<file path="config.mk">
export PLATFORM = sky130hd
export DESIGN_NAME = omrs_cell
export DESIGN_NICKNAME = d
export VERILOG_FILES = /design/src/rtl/omrs_pkg.sv /design/src/rtl/omrs_cell.sv
export SDC_FILE = /design/constraint.sdc
export NUM_CORES = 1
export LEC_CHECK = 0
export BUFFER_PORTS_ARGS = -buffer_cell sky130_fd_sc_hd__buf_2
export CAP_MARGIN = 20
export CELL_PAD_IN_SITES_DETAIL_PLACEMENT = 0
export CELL_PAD_IN_SITES_GLOBAL_PLACEMENT = 2
export CORE_ASPECT_RATIO = 1.25
export CORE_MARGIN = 4
export CORE_UTILIZATION = 26
export DETAILED_ROUTE_END_ITERATION = 10
export PLACE_DENSITY = 0.92
export SLEW_MARGIN = 40
export SYNTH_ARGS = -nofsm -noshare
export SYNTH_HDL_FRONTEND = slang
export SYNTH_SLANG_ARGS = --single-unit
</file>
<file path="constraint.sdc">
create_clock -name clk -period 7.15 [get_ports clk]
set_clock_uncertainty 0.1 [all_clocks]
set_input_delay 0.715 -clock clk [delete_from_list [all_inputs] [get_ports clk]]
set_output_delay 0.715 -clock clk [all_outputs]
set_load 0.01 [all_outputs]
</file>
<file path="src/rtl/omrs_pkg.sv">
// Shared types and constants for the ordered multiset rank/select unit.
// No dependencies; imported by omrs_cell, omrs_or_tree and the top level.
package omrs_pkg;

    localparam int VAL_W  = 32;
    localparam int RANK_W = 11;
    localparam int OP_W   = 3;
    localparam int ST_W   = 2;

    // Reduction tree fan-in per registered level
    localparam int TREE_FAN = 16;

    // Leaf word layout during the position search
    localparam int HIT_BIT = 31;
    localparam int EQ_BIT  = 30;

    typedef enum logic [OP_W-1:0] {
        OP_INSERT = 3'd0,
        OP_DELETE = 3'd1,
        OP_RANK   = 3'd2,
        OP_SELECT = 3'd3,
        OP_PRED   = 3'd4,
        OP_SUCC   = 3'd5
    } op_t;

    typedef enum logic [ST_W-1:0] {
        ST_OK   = 2'd0,
        ST_FULL = 2'd1,
        ST_NONE = 2'd2
    } status_t;

    // Broadcast controls from the sequencer to every cell
    typedef struct packed {
        logic ins_en;   // shift right and drop the key in at the boundary
        logic del_en;   // shift left from the boundary onwards
        logic use_le;   // boundary on value <= key instead of value < key
        logic fetch;    // leaves carry the value of the addressed cell
    } cell_ctrl_t;

    // Registered levels needed to reduce the given number of leaves
    function automatic int tree_levels(input int leaves);
        int lv;
        int span;
        lv   = 1;
        span = TREE_FAN;
        while (span < leaves)
        begin
            span = span * TREE_FAN;
            lv   = lv + 1;
        end
        return lv;
    endfunction

endpackage

</file>
<file path="src/rtl/omrs_cell.sv">
// One storage cell of the sorted chain: holds a value, compares it with the
// broadcast key and shifts to or from its neighbours. Depends on omrs_pkg.
module omrs_cell #(
    parameter int IDXW = 10,
    parameter int IDX  = 0
) (
    input  logic                                clk,
    input  omrs_pkg::cell_ctrl_t                ctrl,
    input  logic signed [omrs_pkg::VAL_W-1:0]   key,
    input  logic [IDXW-1:0]                     q,
    input  logic                                valid,
    input  logic                                prev_f,
    input  logic signed [omrs_pkg::VAL_W-1:0]   prev_value,
    input  logic signed [omrs_pkg::VAL_W-1:0]   next_value,
    output logic signed [omrs_pkg::VAL_W-1:0]   value,
    output logic                                f,
    output logic                                bnd,
    output logic [omrs_pkg::VAL_W-1:0]          leaf
);
    import omrs_pkg::*;

    localparam logic [IDXW-1:0] MY_IDX = IDXW'(IDX);

    logic signed [VAL_W-1:0] value_reg;
    logic signed [VAL_W-1:0] value_next;
    logic                    lt;
    logic                    le;
    logic                    eq;
    logic [VAL_W-1:0]        leaf_pos;

    assign lt = valid && (value_reg < key);
    assign le = valid && (value_reg <= key);
    assign eq = valid && (value_reg == key);
    assign f  = ctrl.use_le ? le : lt;

    // First cell whose flag drops: the insert/search position
    assign bnd = prev_f && !f;

    always_comb
    begin
        leaf_pos             = '0;
        leaf_pos[HIT_BIT]    = 1'b1;
        leaf_pos[EQ_BIT]     = eq;
        leaf_pos[IDXW-1:0]   = MY_IDX;
    end

    always_comb
    begin
        if (ctrl.fetch)
        begin
            leaf = (q == MY_IDX) ? value_reg : '0;
        end
        else
        begin
            leaf = bnd ? leaf_pos : '0;
        end
    end

    always_comb
    begin
        value_next = value_reg;
        if (ctrl.ins_en && !f)
        begin
            value_next = prev_f ? key : prev_value;
        end
        else if (ctrl.del_en && !f)
        begin
            value_next = next_value;
        end
    end

    always_ff @(posedge clk)
    begin
        value_reg <= value_next;
    end

    assign value = value_reg;

endmodule

</file>
==> metrics.md <==
| Metric | Value |
|---|---|
| Status | completed |
| Root Driver | clkbuf_16 |
| Clock Path Buffers | 2 |
| Unrepaired setup endpoints after global routing | no |
| Tmin final | 3.72 ns |
| Fin util | 37.3% |
| Synth top area cells | edfxtp_1 (32%), mux2_4 (15%), ha_1 (14%) |
| Htree depth | 2 |
| Largest area contributor in the netlist | edfxtp_1 |
| Die width | 103 um |
| Maximum vdd drop | 0.0922 mV |
| Int Pwr | between 0.4 and 0.5 mW |
| Pins Over Slew Limit | 0 |
| Rows | 43 |
| Switching power | between 0.2 and 0.25 mW |
| Routed via count | 2,816 |
| DR DRC count | 0 |
| WP data required | 6.34 ns |
| Post-CTS setup buffer count | 0 |
| Final Wtd Congestion | approximately 0.8 |
| P_leak | between 2 and 2.5 nW |
| Critical path class | in2out |
| CP max-delay cell | a31oi_1 |
| WL per Instance | between 15 and 20 um |
| Clock network fraction of design power | between 20 and 30% |
| Die Height | roughly 130 um |
| Yosys warnings | 0 |
| Worst path most repeated cell | buf_2 |
| Post-synthesis sequential area ratio | between 30% and 40% |
| ANT cells | 0 |
| Reg power frac | 37.6% |
| Number of I/O pins | between 150 and 200 |
| Worst-margin pin slew | between 0.6 and 0.7 ns |
| Post-route ant nets | 0 |
| Clock Sinks | 32 |
| Dpl cells | 605 |
| Max FO, Critical Path | 4 |
| Post-synth EDFFs | 32 |
| Endpoint class of the critical path | output pin |
| Post-synthesis register bit count | 32 |
| Primary FF master, synth | edfxtp_1 |
| Worst-case hold path end point | value[22]$_DFFE_PP_ |
| Clk pin slew, worst setup/hold paths | 0.05 ns |
| DRT iter0 DRCs | 61 |
| Critical R2R Launch | value[15]$_DFFE_PP_ |
| Hold WS | between 0.6 and 0.7 ns |
| Cell count of the worst hold path | 2 |
| Post-Place Cell Area | between 4000 and 5000 um2 |
| Sequential cell area | 961 um2 |
| Fmax | roughly 270 MHz |
| Max-cap violation count | 0 |
| Hold-fix buffers at CTS | 0 |
| Synth Net Count | between 400 and 500 |
| PD cells | between 150 and 200 nW/um2 |
| CTS buffer count | 5 |
| Top-area cell type share of the netlist area | about a third |
| Slowest cell delay on critical path | 0.39 ns |
| Signal arrival time at the worst endpoint | between 2 and 3 ns |
| Min-Delay Path Class | in2reg |
| Fillers | 1,171 |
| Routed vias/inst | 4.59 |
| Largest register FFs | 32 |
| Post-synth cell types | 35 |
| Area growth, synth to finish | 40.1% |
| Sw Share | 30.9% |
| Skew-Pair Late Insertion Delay | 0.27 ns |
| Hold_sp | next_value[22] |
| Netlist Area Pre-Place | between 2000 and 3000 um2 |
| Fraction of layout instances using a drive strength above 1 | around half |
| Vias in the first global route | between 2,000 and 3,000 |
| Largest net degree at the start of global routing | 66 |
| Setup TNS | 0 ns |
| Sequence of cells on the critical path | buf_2 > inv_1 > ha_1 > nand4_1 > a211oi_1 > nor4_1 > a31oi_1 > a21oi_1 > o21ai_0 > buf_2 |
| Drt pass-1 iters | 4 |
| Finished Layout Cells | 613 |
| Reg2reg end | value[31]$_DFFE_PP_ |
| Post-route clock period utilization | a little over half |
| Global-route wire length before repair | about 14,000 um |
| Routed Wire Length | ~9200 um |
| Core area | 11,100 um2 |
| Post-CTS sizing | 0 |
| Starting Density | a little over a quarter |
| Die area | between 10,000 and 15,000 um2 |
| Final number of setup-violating endpoints | 0 |
| DP HPWL | about 7600 um |
| Tot GR Track Use | between 10% and 20% |
| Initial antenna violation count | 0 |
| Logic pwr share | a little over a third |
| Synth Area per Inst | approximately 9.8 um2 |
| Grt total ovfl | 0 |
| IO Port Bufs | approximately 180 |
| Fin nets | about 620 |
| Worst reg-to-reg path cell count | 8 |
| Startpoint types | input pin |
| Flop2flop setup slack | between 3 and 4 ns |
| Max-slew headroom | 58.1% |
| Hold Fails Final Rpt | 0 |
| Final instance area | 4150 um2 |
| Share of async-settable or async-resettable flops after synthesis | 0% |
| Multi-input gate area | around 1800 um2 |
| Syn Inst Count | approximately 300 |
| CTS tree | yes |
## worst max path at each step
| stage | depth (start not counted) | to | from |
|---|---|---|---|
| 2_1_floorplan | 9 | value[0]$_DFFE_PP_ | key[15] |
| 3_3_place_gp | 11 | value[31]$_DFFE_PP_ | key[13] |
| 3_5_place_dp | 10 | value[31]$_DFFE_PP_ | key[14] |
| 4_1_cts | 10 | value[31]$_DFFE_PP_ | key[14] |
| 5_1_grt | 11 | leaf[31] | key[29] |
| 6_report | 10 | leaf[31] | key[31] |
## synthesized netlist by cell type, types with 2 or more instances
cell type      instances
nor4_1                 3
mux2_2                 3
nand2_1                5
o21ai_0                2
clkbuf_1               6
a211oi_1               2
nand4_2                2
inv_1                 35
a21oi_1               43
ha_1                  32
mux2_4                30
nand3_1                5
a21o_1                 5
nor3_1                 2
nor2b_1                2
and2_1                31
nand4_1                6
buf_6                  3
edfxtp_1              32
dlygate4sd3_1          3
nor2_1                35
## placed cells by master (no fill, tap or decap), types with 2 or more instances in the layout
| cell type | Yosys | routed |
|---|---|---|
| nand4_2 | 2 | 2 |
| buf_4 | 0 | 3 |
| nand4_1 | 6 | 6 |
| nor3_1 | 2 | 2 |
| inv_1 | 35 | 35 |
| edfxtp_1 | 32 | 32 |
| a21o_1 | 5 | 5 |
| nor4_1 | 3 | 2 |
| a211oi_1 | 2 | 2 |
| o21ai_0 | 2 | 2 |
| mux2_2 | 3 | 3 |
| a21oi_1 | 43 | 43 |
| ha_1 | 32 | 32 |
| buf_2 | 0 | 178 |
| nand3_1 | 5 | 5 |
| clkinv_1 | 0 | 2 |
| nand2_1 | 5 | 5 |
| mux2_4 | 30 | 30 |
| clkbuf_16 | 0 | 5 |
| nor2b_1 | 2 | 2 |
| and2_1 | 31 | 31 |
| nor2_1 | 35 | 34 |
## routing by layer
metal	wire, um	GRT usage, %
met5	0	0
met4	72	2.52
met3	752	3.17
met2	4670	23.7
met1	3710	15.7
## power by group through the flow
stage	clock [mW]	sequential, mW	combinational, mW
2_1_floorplan	0	0.283	0.143
3_3_place_gp	0	0.275	0.245
3_5_place_dp	0	0.275	0.255
4_1_cts	0.205	0.272	0.256
5_1_grt	0.213	0.275	0.281
6_report	0.198	0.271	0.252
## cell type report
class,instances,area share [%]
inverter,35,3.17
clock inverter,2,0.181
sequential,32,23.2
multi-input combinational,221,43.4
timing repair buffer,183,23.0
clock buffer,5,3.01
tap,135,4.07
## stage by stage
step | setup WS [ns] | total power [mW]
after CTS | 3.35 | 0.733
after global routing | 3.11 | 0.769
final | 3.43 | 0.721
after global placement | 3.14 | 0.520
after floorplan | 3.07 | 0.425
after detailed placement | 3.06 | 0.530
## kinds of logic after synthesis
family / Yosys count / share of synthesized area, %
simple gates: 96 / 17.9
compound gates: 60 / 12.2
buf+inv: 48 / 7.64
mux: 33 / 16.3
fa+ha+maj: 32 / 13.5
flops: 32 / 32.4
## worst max-delay path, delay by kind of cell
kind	cells	cell delay, ns
AO/OA/AOI/OAI	4	1.23
AND/OR/NAND/NOR	2	0.35
adder cells (fa/ha/maj)	1	0.29
buffers and inverters	3	0.31
No activity file was read; power rests on OpenSTA's default activity.
